==> src/design/fpc_pkg.sv <==
// Package for the fog parameter crossfade unit.
// Holds field widths, action codes, reset values and the control structs.
// Used by fpc_ctrl, fpc_dp and fog_parameter_crossfade_unit.
package fpc_pkg;

  // Default fraction width of the blend factor.
  localparam int unsigned FRACTION_BITS_DEFAULT = 16;

  // Field widths.
  localparam int unsigned TIME_W = 32;
  localparam int unsigned COLOUR_IN_W = 8;
  localparam int unsigned CHAN_W = 16;
  localparam int unsigned DUR_W = 15;
  localparam int unsigned END_W = 33;
  localparam int unsigned NUM_CH = 4;
  localparam int unsigned CH_IDX_W = 2;
  localparam int unsigned IN_DATA_W = 80;
  localparam int unsigned OUT_DATA_W = 64;
  localparam int unsigned OUT_USER_W = 2;

  // Action codes carried in the input tuser.
  localparam logic ACT_SET = 1'b0;
  localparam logic ACT_SAMPLE = 1'b1;

  // Channel order.
  localparam logic [CH_IDX_W-1:0] CH_DENS = 2'd0;
  localparam logic [CH_IDX_W-1:0] CH_BLUE = 2'd3;

  // Reset values of the target setting: density 0, colour about 0.3.
  localparam logic [CHAN_W-1:0] TGT_DENS_RESET = 16'd0;
  localparam logic [CHAN_W-1:0] TGT_COLOUR_RESET = 16'd19584;

  // Commands from the controller to the datapath.
  typedef struct packed {
    logic capture;
    logic eval;
    logic div_step;
    logic mul;
    logic acc;
    logic commit;
    logic [CH_IDX_W-1:0] ch;
  } cmd_t;

  // Status from the datapath to the controller.
  typedef struct packed {
    logic need_div;
    logic out_free;
  } status_t;

endpackage

==> src/design/fpc_ctrl.sv <==
// Controller of the fog parameter crossfade unit.
// Sequences evaluation, the divide steps and the per-channel blend.
// Depends on fpc_pkg for the command and status structs.
module fpc_ctrl #(
  parameter int unsigned FRACTION_BITS = fpc_pkg::FRACTION_BITS_DEFAULT
) (
  input  logic             clk,
  input  logic             rst,
  input  logic             s_tvalid,
  output logic             s_tready,
  input  fpc_pkg::status_t status,
  output fpc_pkg::cmd_t    cmd
);

  localparam int unsigned CNT_W = $clog2(FRACTION_BITS);

  typedef enum logic [2:0] {
    ST_IDLE,
    ST_EVAL,
    ST_DIV,
    ST_MUL,
    ST_ACC,
    ST_DONE
  } state_t;

  state_t state;
  logic [CNT_W-1:0] cnt;
  logic [fpc_pkg::CH_IDX_W-1:0] ch;

  // State, divide step counter and channel index.
  always_ff @(posedge clk) begin
    if (rst) begin
      state <= ST_IDLE;
      cnt <= '0;
      ch <= '0;
    end else begin
      case (state)
        ST_IDLE: begin
          if (s_tvalid) begin
            state <= ST_EVAL;
          end
        end
        ST_EVAL: begin
          cnt <= '0;
          ch <= fpc_pkg::CH_DENS;
          state <= status.need_div ? ST_DIV : ST_MUL;
        end
        ST_DIV: begin
          cnt <= cnt + 1'b1;
          if (cnt == CNT_W'(FRACTION_BITS - 1)) begin
            state <= ST_MUL;
          end
        end
        ST_MUL: begin
          state <= ST_ACC;
        end
        ST_ACC: begin
          if (ch == fpc_pkg::CH_BLUE) begin
            state <= ST_DONE;
          end else begin
            ch <= ch + 1'b1;
            state <= ST_MUL;
          end
        end
        ST_DONE: begin
          if (status.out_free) begin
            state <= ST_IDLE;
          end
        end
        default: begin
          state <= ST_IDLE;
        end
      endcase
    end
  end

  // Command decode.
  assign s_tready = (state == ST_IDLE);

  always_comb begin
    cmd = '0;
    cmd.ch = ch;
    cmd.capture = (state == ST_IDLE) && s_tvalid;
    cmd.eval = (state == ST_EVAL);
    cmd.div_step = (state == ST_DIV);
    cmd.mul = (state == ST_MUL);
    cmd.acc = (state == ST_ACC);
    cmd.commit = (state == ST_DONE) && status.out_free;
  end

endmodule

==> src/design/fpc_dp.sv <==
// Datapath of the fog parameter crossfade unit.
// Holds the fog state, the bit-serial divider, the shared blend multiplier
// and the output register. Depends on fpc_pkg.
module fpc_dp #(
  parameter int unsigned FRACTION_BITS = fpc_pkg::FRACTION_BITS_DEFAULT
) (
  input  logic                                clk,
  input  logic                                rst,
  input  logic [fpc_pkg::IN_DATA_W-1:0]       s_tdata,
  input  logic                                s_tuser,
  output logic                                m_tvalid,
  input  logic                                m_tready,
  output logic [fpc_pkg::OUT_DATA_W-1:0]      m_tdata,
  output logic [fpc_pkg::OUT_USER_W-1:0]      m_tuser,
  input  logic                                cfg_valid,
  input  logic                                cfg_data,
  input  fpc_pkg::cmd_t                       cmd,
  output fpc_pkg::status_t                    status
);

  localparam int unsigned FW = FRACTION_BITS + 1;
  localparam int unsigned PW = FW + 18;
  localparam int unsigned CW = fpc_pkg::CHAN_W;
  localparam int unsigned DW = fpc_pkg::DUR_W;
  localparam int unsigned EW = fpc_pkg::END_W;

  // Captured item.
  logic act;
  logic [fpc_pkg::TIME_W-1:0] now;
  logic [CW-1:0] new_val [fpc_pkg::NUM_CH];
  logic [DW-1:0] dur;

  // Fog state.
  logic [CW-1:0] tgt [fpc_pkg::NUM_CH];
  logic [CW-1:0] prv [fpc_pkg::NUM_CH];
  logic [DW-1:0] len;
  logic [EW-1:0] fend;
  logic flat;

  // Working registers.
  logic run;
  logic [DW:0] rdiv;
  logic [FW-1:0] fq;
  logic signed [PW-1:0] prod;
  logic [CW-1:0] res [fpc_pkg::NUM_CH];

  // Evaluation terms.
  logic act_set;
  logic set_zero;
  logic run_c;
  logic [EW-1:0] diff;
  logic [DW-1:0] rem_c;
  logic [DW:0] r2;
  logic signed [CW:0] chan_diff;
  logic signed [PW-1:0] acc_sum;

  assign act_set = (act == fpc_pkg::ACT_SET);
  assign set_zero = act_set && (dur == '0);
  assign run_c = (fend > {1'b0, now}) && (len != '0);
  assign diff = fend - {1'b0, now};
  assign rem_c = (diff > EW'(len)) ? len : diff[DW-1:0];
  assign r2 = {rdiv[DW-1:0], 1'b0};

  assign status.need_div = run_c && !set_zero && (rem_c != len);
  assign status.out_free = !m_tvalid || m_tready;

  // Blend: target * ONE + f * (previous - target), rounded half up.
  assign chan_diff = $signed({1'b0, prv[cmd.ch]}) - $signed({1'b0, tgt[cmd.ch]});
  assign acc_sum = $signed({3'b000, tgt[cmd.ch], {FRACTION_BITS{1'b0}}}) + prod
                   + $signed(PW'(1) << (FRACTION_BITS - 1));

  // Flat shading register.
  always_ff @(posedge clk) begin
    if (rst) begin
      flat <= 1'b0;
    end else if (cfg_valid) begin
      flat <= cfg_data;
    end
  end

  // Item capture.
  always_ff @(posedge clk) begin
    if (cmd.capture) begin
      act <= s_tuser;
      now <= s_tdata[31:0];
      new_val[0] <= {s_tdata[39:32], 8'd0};
      new_val[1] <= {s_tdata[47:40], 8'd0};
      new_val[2] <= {s_tdata[55:48], 8'd0};
      new_val[3] <= {s_tdata[63:56], 8'd0};
      dur <= s_tdata[78:64];
    end
  end

  // Fog state: loaded at evaluation for an immediate switch, at commit
  // for a faded set.
  always_ff @(posedge clk) begin
    if (rst) begin
      tgt[0] <= fpc_pkg::TGT_DENS_RESET;
      tgt[1] <= fpc_pkg::TGT_COLOUR_RESET;
      tgt[2] <= fpc_pkg::TGT_COLOUR_RESET;
      tgt[3] <= fpc_pkg::TGT_COLOUR_RESET;
      for (int i = 0; i < fpc_pkg::NUM_CH; i++) begin
        prv[i] <= '0;
      end
      len <= '0;
      fend <= '0;
    end else if (cmd.eval && set_zero) begin
      for (int i = 0; i < fpc_pkg::NUM_CH; i++) begin
        tgt[i] <= new_val[i];
      end
      len <= '0;
      fend <= {1'b0, now};
    end else if (cmd.commit && act_set && (dur != '0)) begin
      for (int i = 0; i < fpc_pkg::NUM_CH; i++) begin
        tgt[i] <= new_val[i];
        prv[i] <= res[i];
      end
      len <= dur;
      fend <= {1'b0, now} + EW'(dur);
    end
  end

  // Blend factor: preset at evaluation, then one quotient bit per step.
  always_ff @(posedge clk) begin
    if (cmd.eval) begin
      run <= run_c && !set_zero;
      rdiv <= {1'b0, rem_c};
      if (run_c && !set_zero && (rem_c == len)) begin
        fq <= {1'b1, {FRACTION_BITS{1'b0}}};
      end else begin
        fq <= '0;
      end
    end else if (cmd.div_step) begin
      if (r2 >= {1'b0, len}) begin
        rdiv <= r2 - {1'b0, len};
        fq <= {fq[FW-2:0], 1'b1};
      end else begin
        rdiv <= r2;
        fq <= {fq[FW-2:0], 1'b0};
      end
    end
  end

  // Shared multiplier and accumulate, one channel at a time.
  always_ff @(posedge clk) begin
    if (cmd.mul) begin
      prod <= PW'($signed({1'b0, fq}) * chan_diff);
    end
    if (cmd.acc) begin
      res[cmd.ch] <= acc_sum[FRACTION_BITS +: CW];
    end
  end

  // Output register.
  always_ff @(posedge clk) begin
    if (rst) begin
      m_tvalid <= 1'b0;
    end else if (cmd.commit) begin
      m_tvalid <= 1'b1;
    end else if (m_tready) begin
      m_tvalid <= 1'b0;
    end
  end

  always_ff @(posedge clk) begin
    if (cmd.commit) begin
      m_tdata <= {res[3], res[2], res[1], res[0]};
      m_tuser[0] <= (res[0] != '0) && !flat;
      m_tuser[1] <= (act_set && (dur != '0)) || run;
    end
  end

endmodule

==> src/design/fog_parameter_crossfade_unit.sv <==
// Fog parameter crossfade unit: linear fade between two fog settings.
// The result is presented once the input item is accepted and evaluated, and, when a divide is
// needed, run through the one-bit-per-cycle divider; then the shared blend multiplier takes the
// four channels in turn before the result is committed to the output register.
// A new item is taken only once the previous result has been committed, which waits for the
// output to be free. Reset is synchronous, active high; no item is taken during reset.
module fog_parameter_crossfade_unit #(
  parameter int unsigned FRACTION_BITS = fpc_pkg::FRACTION_BITS_DEFAULT
) (
  input  logic                           clk,
  input  logic                           rst,
  // s_tdata: current_time, new_density, new_red, new_green, new_blue,
  // fade_duration, one zero pad bit.
  input  logic                           s_tvalid,
  output logic                           s_tready,
  input  logic [fpc_pkg::IN_DATA_W-1:0]  s_tdata,
  // s_tuser: action.
  input  logic                           s_tuser,
  // m_tdata: density_out, red_out, green_out, blue_out.
  output logic                           m_tvalid,
  input  logic                           m_tready,
  output logic [fpc_pkg::OUT_DATA_W-1:0] m_tdata,
  // m_tuser: fog_on, fading.
  output logic [fpc_pkg::OUT_USER_W-1:0] m_tuser,
  // cfg_data: flat_shading.
  input  logic                           cfg_valid,
  output logic                           cfg_ready,
  input  logic                           cfg_data
);

  fpc_pkg::cmd_t cmd;
  fpc_pkg::status_t status;
  logic ctrl_ready;

  // The flat shading register is writable whenever the unit is out of reset.
  assign cfg_ready = !rst;

  // Items are taken only out of reset.
  assign s_tready = ctrl_ready && !rst;

  fpc_ctrl #(
    .FRACTION_BITS(FRACTION_BITS)
  ) u_ctrl (
    .clk(clk),
    .rst(rst),
    .s_tvalid(s_tvalid),
    .s_tready(ctrl_ready),
    .status(status),
    .cmd(cmd)
  );

  fpc_dp #(
    .FRACTION_BITS(FRACTION_BITS)
  ) u_dp (
    .clk(clk),
    .rst(rst),
    .s_tdata(s_tdata),
    .s_tuser(s_tuser),
    .m_tvalid(m_tvalid),
    .m_tready(m_tready),
    .m_tdata(m_tdata),
    .m_tuser(m_tuser),
    .cfg_valid(cfg_valid),
    .cfg_data(cfg_data),
    .cmd(cmd),
    .status(status)
  );

endmodule
==> config.mk <==
export PLATFORM = sky130hd
export DESIGN_NAME = fog_parameter_crossfade_unit
export DESIGN_NICKNAME = d
export VERILOG_FILES = /design/src/design/fpc_pkg.sv /design/src/design/fpc_ctrl.sv /design/src/design/fpc_dp.sv /design/src/design/fog_parameter_crossfade_unit.sv
export SDC_FILE = /design/constraint.sdc
export NUM_CORES = 1
export LEC_CHECK = 0
export ABC_AREA = 1
export BUFFER_PORTS_ARGS = -buffer_cell sky130_fd_sc_hd__buf_4
export CAP_MARGIN = 40
export CORE_ASPECT_RATIO = 1.2
export CORE_MARGIN = 2
export CORE_UTILIZATION = 57
export DETAILED_ROUTE_END_ITERATION = 16
export PLACE_DENSITY = 0.82
export SYNTH_ARGS = -nofsm -noshare
export SYNTH_HDL_FRONTEND = slang
export SYNTH_SLANG_ARGS = --single-unit
==> constraint.sdc <==
create_clock -name clk -period 7.7 [get_ports clk]
set_input_delay 1.155 -clock clk [delete_from_list [all_inputs] [get_ports clk]]
set_output_delay 1.155 -clock clk [all_outputs]
set_load 0.05 [all_outputs]
# Word level (Yosys, flattened, before mapping)
# Memory sizes are Yosys's and may differ from the RTL's. A register that Yosys moved wholly into a read port is not among the register bits.
# Cells that the tools add are included.
# op_classes
addsub,8
n_mul,1
order_cmp,3
eq_ne,13
n_mux,50
bitwise_logic,13
reduce_logical,31
# op_table
cell,count
16-bit 2-to-1 mux,12
32-bit 2-to-1 mux,2
15-bit 2-to-1 mux,4
17-bit 2-to-1 mux,3
32-bit by 15-bit adder with 33-bit output,1
33-bit by 15-bit > comparator with 1-bit output,1
33-bit by 32-bit > comparator with 1-bit output,1
33-bit by 32-bit subtractor with 33-bit output,1
32-bit by 17-bit adder with 32-bit output (second input constant),1
32-bit adder,1
18-bit by 17-bit multiplier with 32-bit output,1
15-bit nonzero test,2
3-bit one-hot mux with 6 select lines,1
1-bit 2-to-1 mux,17
16-bit by 16-bit subtractor with 17-bit output,1
16-bit by 15-bit greater-or-equal comparator with 1-bit output,1
16-bit nonzero test,1
15-bit == test,1
15-bit logical NOT,1
15-bit inequality test,1
15-bit subtractor,1
1-bit logical AND,13
3-bit 2-to-1 mux,4
1-bit bitwise OR,12
other kinds (20),35
# totals
reg_bits,238
ramBits,224
input_bits,87
out_inout_bits,69
elab_cells,140
memories,4
# mem_list
memory,depth,width,rd,rd_clocked_by_memory_dff,wr,line,text
u_dp.prv,4,16,1,1,4,fpc_dp.sv:35,logic [CW-1:0] prv [fpc_pkg::NUM_CH];
u_dp.res,4,16,4,0,1,fpc_dp.sv:45,logic [CW-1:0] res [fpc_pkg::NUM_CH];
u_dp.tgt,4,16,1,1,4,fpc_dp.sv:34,logic [CW-1:0] tgt [fpc_pkg::NUM_CH];
u_dp.new_val,4,8,4,0,4,fpc_dp.sv:30,logic [CW-1:0] new_val [fpc_pkg::NUM_CH];

# Depth between registers and ports, before layout
# Gate-level depths: netlist of the first run.
# logic_depth
depth_word,10
ltp_mapped,40
ltp_nobuf,36

# Hierarchy
# A second synthesis of the first run with hierarchy kept.
# hier_totals
cells_unflattened,3405
area_unflattened_um2,30405.4
# modules_own_cells
mod,n_inst,cells_per_inst,area_per_inst_um2,seq_area_each_um2
fpc_dp,1,3329,29887.4,11761.3
fpc_ctrl,1,73,504.2,180.2
fog_parameter_crossfade_unit,1,3,13.8,0.0

# Least setup slack after synthesis of the first run
# Ideal clock, no wire load.
# synth_path
kind,flip-flop to flip-flop
startpoint,register (tool-made name)
endpoint,"register u_dp.prod[29], data pin"
setup_time_ns,0.265
arrival_ns,8.066
required_time_ns,7.435
path_slack_ns,-0.631
stages_incl_launch_ff,36
path_buffers,5
synth_period_minus_slack_ns,8.331
path_cell_list,dfxtp_1 > clkbuf_1 > inv_1 > clkbuf_1 > clkbuf_1 > clkbuf_1 > nand2_1 > a32o_1 > ha_1 > fa_1 > o21ai_0 > a21oi_1 > o21bai_1 > nand2_1 > nand2_1 > a21oi_1 > or2_2 > nand2_1 > clkbuf_1 > inv_1 > nand2_1 > fa_1 > fa_1 > inv_1 > fa_1 > fa_1 > fa_1 > fa_1 > ha_1 > a21oi_1 > o21ai_0 > a211oi_1 > nor2_1 > a211oi_1 > o21ai_0 > xor2_1
# synth_lines
element,line,text
to (signal assigned),fpc_dp.sv:147,"prod <= PW'($signed({1'b0, fq}) * chan_diff);"
to (decl),fpc_dp.sv:44,logic signed [PW-1:0] prod;

==> results of run 1 <==
state kept, by name, summed over array words and instances (netlist names), 2 cells and up, named ones only:
| signal | count |
|---|---|
| u_dp.m_tdata | 64 |
| u_dp.prv | 64 |
| u_dp.res | 64 |
| u_dp.tgt | 35 |
| u_dp.fend | 33 |
| u_dp.new_val | 32 |
| u_dp.now | 32 |
| u_dp.fq | 17 |
| u_dp.prod | 17 |
| u_dp.dur | 15 |
| u_dp.len | 15 |
| u_dp.rdiv | 15 |
| u_ctrl.cnt | 4 |
| u_ctrl.state | 3 |
| u_ctrl.ch | 2 |
| u_dp.m_tuser | 2 |
final cells by class:
cell class | instances | area [µm²]
sequential | 420 | 12000
clock inverter | 28 | 317
inverter | 724 | 2730
timing repair buffer | 252 | 2040
fill | 4043 | 17900
tap | 705 | 882
multi-input combinational | 2191 | 15600
clock buffer | 50 | 1110
cells by family (layout without fill, tap and decap cells):
group | count (synthesis) | in the layout
buffers and inverters | 807 | 1054
multiplexers | 1 | 1
adder cells (fa/ha/maj) | 433 | 433
AO/OA/AOI/OAI | 333 | 333
XOR/XNOR | 84 | 84
flip-flops | 420 | 420
AND/OR/NAND/NOR | 1340 | 1340
what timing repair did:
action,CTS,global route
gates cloned,0,2
resized for setup,14,76
setup endpoints to repair,6,15
setup buffers,0,9
pin swaps,3,38
hold buffers,0,0
synthesized netlist by cell type (all sizes together) (5+ instances only):
master  number  area, µm²
or2         13       81.3
o21bai       8       60.1
nand3       68        355
nor3        23        136
clkbuf      74        278
inv        716       2690
edfxtp     357      10700
o22ai       11       68.8
o21a         5       37.5
a32oi        9       78.8
o221ai       5       43.8
dfxtp       63       1260
and2        11       68.8
a211oi       5       37.5
fa         227       4540
nand4       53        332
xor2        64        561
clkinv       8       30.0
nand3b       7       52.6
buf          9       61.3
nor2       380       1460
nor4        15       93.8
ha         206       2580
o21ai      127        651
nand2      769       2920
o211ai       6       45.0
a21oi      124        639
xnor2       20        175
path summary, 6_finish.rpt:
path | cells after the start | endpoint | slack (ns) | start
worst max-delay path | 35 | u_dp.prod[29]$_DFFE_PP_ | -0.003 | flop
worst min-delay path | 0 | u_dp.m_tdata[53]$_DFFE_PP_ | 0.45 | u_dp.res[3][5]$_DFFE_PP_
worst max register to register | 35 | u_dp.prod[29]$_DFFE_PP_ | -0.003 | flop
worst min register to register | 0 | u_dp.m_tdata[53]$_DFFE_PP_ | 0.45 | u_dp.res[3][5]$_DFFE_PP_
stage by stage:
stage / area (µm²) / hold slack (ns)
after global placement: 32700 / 0.432
after CTS: 34300 / 0.453
final: 34700 / 0.453
after global routing: 34700 / 0.464
after detailed placement: 32800 / 0.433
after floorplan: 30400 / 0.426
routing by layer:
| metal | vias to the layer above | wire length (µm) | part of all wire | track usage |
|---|---|---|---|---|
| met5 | - | 0 | 0 | 0 |
| met4 | 0 | 4620 | 0.057 | 0.158 |
| met3 | 280 | 5310 | 0.066 | 0.0428 |
| met2 | 1093 | 41800 | 0.52 | 0.529 |
| met1 | 11600 | 28600 | 0.36 | 0.327 |
| li1 | 11200 | - | - | - |
==> impl_metrics.env, run 1 <==
export IMPL_cap_violations=0
export IMPL_drive_gt1_frac=0.117
export IMPL_crit_slowest_cell="fa_1"
export IMPL_worstPathArrival_ns=8.02
export IMPL_hold_viol=0
export IMPL_synth_edff_count=357
export IMPL_required_ns=8.02
export IMPL_cpPeakStageDelay_ns=0.58
export IMPL_gp_congestion=1.03
export IMPL_synth_compound_area_share=0.0636
export IMPL_wl_per_cell_um=18.4
export IMPL_clock_root_buffer="clkbuf_16"
export IMPL_endpoint_kind="flop"
export IMPL_synth_warnings=0
export IMPL_num_io_pins=156
export IMPL_initial_core_util=0.577
export IMPL_drt_iter0_drc=2345
export IMPL_cp_num_buf_inv=6
export IMPL_grt_pass1_wl_um=125000
export IMPL_min_period_ns=7.70
export IMPL_violations="setup timing"
export IMPL_cp_start_kind="flop"
export IMPL_rows=92
export IMPL_yosysUniqueCellTypes=56
export IMPL_period_share=1.00
export IMPL_tightest_slew_ns=0.884
export IMPL_syn2layout_area_growth_pct=14.3
export IMPL_finalSetupTns_ns=-0.00291
export IMPL_antenna_found_initial=0
export IMPL_dp_cells=4281
export IMPL_ys_async_sr_fraction=0
export IMPL_avgSynthCellArea_um2=8.88
export IMPL_grt_max_degree=78
export IMPL_dr_pass1_iters=6
export IMPL_slew_headroom=0.411
export IMPL_setup_viol=1
export IMPL_clock_sinks=420
export IMPL_fmax_mhz=130
export IMPL_setup_ws_ns=-0.00291
export IMPL_ys_ff_latch=420
export IMPL_fin_nets=4151
export IMPL_overflow=0
export IMPL_antenna_cells=0
export IMPL_hp_class="reg -> reg"
export IMPL_core_area_mm2=0.0526
export IMPL_drt_wl_total_um=80400
export IMPL_synth_top_family_by_area="adder cells"
export IMPL_cts_buffer_depth=3
export IMPL_cts_tree="yes"
export IMPL_synth_area_mm2=0.0303
export IMPL_hpwl_um=60900
export IMPL_synth_area_mux_share=0.000330
export IMPL_fin_util=0.659
export IMPL_avgViaCountPerCell=5.52
export IMPL_clk_pin_slew_ns=0.06
export IMPL_crit_type="reg -> reg"
export IMPL_cts_inserted_buffers=42
export IMPL_synthAdderAreaFrac=0.235
export IMPL_h_tree_depth=2
export IMPL_status="finished with violations"
export IMPL_final_cells=4370
export IMPL_grt_pass1_vias=24500
export IMPL_port_buffers=154
export IMPL_ant_nets=0
export IMPL_rsz0062_at_grt="true"
export IMPL_fp_dieW_um=215
export IMPL_final_cell_mix="nand2_1, inv_1, nor2_1"
export IMPL_die_y_um=257
export IMPL_finalClockSkew_ns=0.0338
export IMPL_insertion_delay_ns=0.60
export IMPL_yosysSeqAreaShare=0.395
export IMPL_path_delay_family="adder cells"
export IMPL_netlist_instances=3418
export IMPL_synth_nets=3938
export IMPL_yosys_area_share_simple=0.181
export IMPL_synth_xor_area_share=0.0243
export IMPL_final_common_cell="nand2_1"
export IMPL_num_vias=24100
export IMPL_slew_violations=0
export IMPL_post_place_ws_ns=-0.129
export IMPL_die_area_mm2=0.0551
export IMPL_drc=0
export IMPL_track_usage=0.291
export IMPL_crit_fanout=6
export IMPL_synth_ff_type="edfxtp_1"
Power of run 1 is not shown: default switching activity piles up to over one toggle a cycle in this logic, so the estimate is an artifact.
==> inputs of run 2 (changes only) <==
--- a/config.mk
+++ b/config.mk
@@ -8,9 +8,11 @@
 export ABC_AREA = 1
 export BUFFER_PORTS_ARGS = -buffer_cell sky130_fd_sc_hd__buf_4
 export CAP_MARGIN = 40
+export CELL_PAD_IN_SITES_DETAIL_PLACEMENT = 1
+export CELL_PAD_IN_SITES_GLOBAL_PLACEMENT = 1
 export CORE_ASPECT_RATIO = 1.2
 export CORE_MARGIN = 2
-export CORE_UTILIZATION = 57
+export CORE_UTILIZATION = 44
 export DETAILED_ROUTE_END_ITERATION = 16
 export PLACE_DENSITY = 0.82
 export SYNTH_ARGS = -nofsm -noshare
==> run 2 against run 1 <==
The run still ends with setup timing left. Fmax decreased by 1.5%. Global-route usage decreased by 2.1 points. First-iteration DRC count decreased by 36%. Cell count increased by 5.3%. Core utilization decreased by 14 points. Final area increased by 1.8%. Worst setup slack got worse by 0.12 ns. Critical path depth decreased by 4. Flip-flop and latch count unchanged. Die area increased by 29%. Highest routed layer unchanged.
==> impl_metrics.env, run 2 (same netlist as run 1, synthesis figures left out) <==
export IMPL_status="finished with violations"
export IMPL_violations="setup timing"
export IMPL_h_tree_depth=2
export IMPL_required_ns=8.12
export IMPL_endpoint="u_dp.prod[29]$_DFFE_PP_"
export IMPL_hold_viol=0
export IMPL_final_seq_area_mm2=0.0120
export IMPL_crit_fanout=12
export IMPL_wl_per_cell_um=22.7
export IMPL_holdBufCountCts=0
export IMPL_insertion_delay_ns=0.64
export IMPL_die_y_um=292
export IMPL_setup_viol=3
export IMPL_grt_max_degree=68
export IMPL_cap_violations=0
export IMPL_grt_pass1_wl_um=148000
export IMPL_drt_iter0_drc=1491
export IMPL_drive_gt1_frac=0.127
export IMPL_final_common_cell="nand2_1"
export IMPL_port_buffers=154
export IMPL_gp_congestion=0.954
export IMPL_num_io_pins=156
export IMPL_clock_root_buffer="clkbuf_16"
export IMPL_crit_slowest_cell="fa_1"
export IMPL_clk_pin_slew_ns=0.07
export IMPL_syn2layout_area_growth_pct=16.3
export IMPL_nFillCells=7939
export IMPL_final_cells=4600
export IMPL_worst_r2r_path_depth=31
export IMPL_slew_violations=0
export IMPL_fp_dieW_um=244
export IMPL_antenna_found_initial=1
export IMPL_fmax_mhz=128
export IMPL_cts_tree="yes"
export IMPL_worstPathArrival_ns=8.24
export IMPL_clock_sinks=420
export IMPL_setup_ws_ns=-0.118
export IMPL_fin_util=0.517
export IMPL_finalClockSkew_ns=0.0526
export IMPL_endpoint_kind="flop"
export IMPL_antenna_cells=0
export IMPL_crit_type="reg -> reg"
export IMPL_dr_pass1_iters=5
export IMPL_fin_nets=4175
export IMPL_final_cell_mix="nand2_1, inv_1, nor2_1"
export IMPL_ant_nets=0
export IMPL_initial_core_util=0.444
export IMPL_hp_class="reg -> reg"
export IMPL_timing_rr_end="u_dp.prod[29]$_DFFE_PP_"
export IMPL_tightest_slew_ns=0.965
export IMPL_min_period_ns=7.82
export IMPL_rows=105
export IMPL_avgViaCountPerCell=5.47
export IMPL_grt_pass1_vias=26600
export IMPL_dp_cells=4500
export IMPL_num_vias=25200
export IMPL_die_area_mm2=0.0711
export IMPL_cp_common_cell="fa_1"
export IMPL_period_share=1.02
export IMPL_rsz0062_at_grt="true"
export IMPL_hpwl_um=74400
export IMPL_reg_largest_list="u_dp.m_tdata x64, u_dp.prv x64, u_dp.res x64"
export IMPL_drt_wl_total_um=104000
export IMPL_r2r_slack_ns=-0.12
export IMPL_cts_inserted_buffers=46
export IMPL_multi_input_area_mm2=0.0157
export IMPL_cts_buffer_depth=3
export IMPL_drc=0
export IMPL_track_usage=0.270
export IMPL_cpPeakStageDelay_ns=0.57
export IMPL_overflow=0
export IMPL_cp_start_kind="flop"
export IMPL_slew_headroom=0.356
export IMPL_core_area_mm2=0.0683
run 2: repair_timing:
action,in CTS,in global routing
gates cloned,0,1
endpoints found under the setup margin,13,15
gates resized for setup,19,100
setup buffers,0,16
pin swaps,2,43
run 2: how the worst min path moves through the flow:
stage,from,to,slack (ns),cells past startpoint
after global placement,u_dp.res[2][3]$_DFFE_PP_,u_dp.m_tdata[35]$_DFFE_PP_,0.43,0
after floorplan,u_dp.res[1][0]$_DFFE_PP_,u_dp.m_tdata[16]$_DFFE_PP_,0.43,0
final,u_dp.res[3][0]$_DFFE_PP_,u_dp.m_tdata[48]$_DFFE_PP_,0.45,0
after CTS,u_dp.res[3][14]$_DFFE_PP_,u_dp.m_tdata[62]$_DFFE_PP_,0.45,0
after detailed placement,u_dp.res[2][3]$_DFFE_PP_,u_dp.m_tdata[35]$_DFFE_PP_,0.44,0
after global routing,u_dp.res[3][0]$_DFFE_PP_,u_dp.m_tdata[48]$_DFFE_PP_,0.46,0
run 2: final cells by class:
cell class | instances | share of cell area
Tap cell | 909 | 0.0322
Multi-Input combinational cell | 2191 | 0.446
Clock buffer | 59 | 0.0343
Clock inverter | 25 | 0.00819
Inverter | 724 | 0.0774
Timing Repair Buffer | 272 | 0.0625
Sequential cell | 420 | 0.340
run 2: stage by stage:
stage	cell area (µm²)	setup TNS, ns	worst slack [ns]	hold WS (ns)
after floorplan	30400	0	0.00341	0.426
after CTS	34800	0	0.0194	0.453
final	35300	-0.211	-0.118	0.454
after global routing	35300	-1.16	-0.304	0.459
after detailed placement	33200	-3.52	-0.450	0.438
after global placement	33100	0	0.0270	0.432
run 2: critical path, delay by kind of cell (launching register included):
family,cells,cell delay (ns)
AO/OA/AOI/OAI,7,1.26
XOR/XNOR,1,0.26
adder cells (fa/ha/maj),8,3.77
buffers and inverters,4,0.42
flip-flops,1,0.43
AND/OR/NAND/NOR,11,1.51
run 2: layer usage:
metal / GRT usage / routed length, µm / up-vias / share of wire
met1: 0.292 / 36900 / 12700 / 0.35
met5: 0 / 0 / - / 0
met2: 0.525 / 56600 / 887 / 0.54
li1: - / - / 11200 / -
met3: 0.0239 / 4240 / 351 / 0.041
met4: 0.126 / 6500 / 0 / 0.062
Power of run 2 is left out for the same reason.
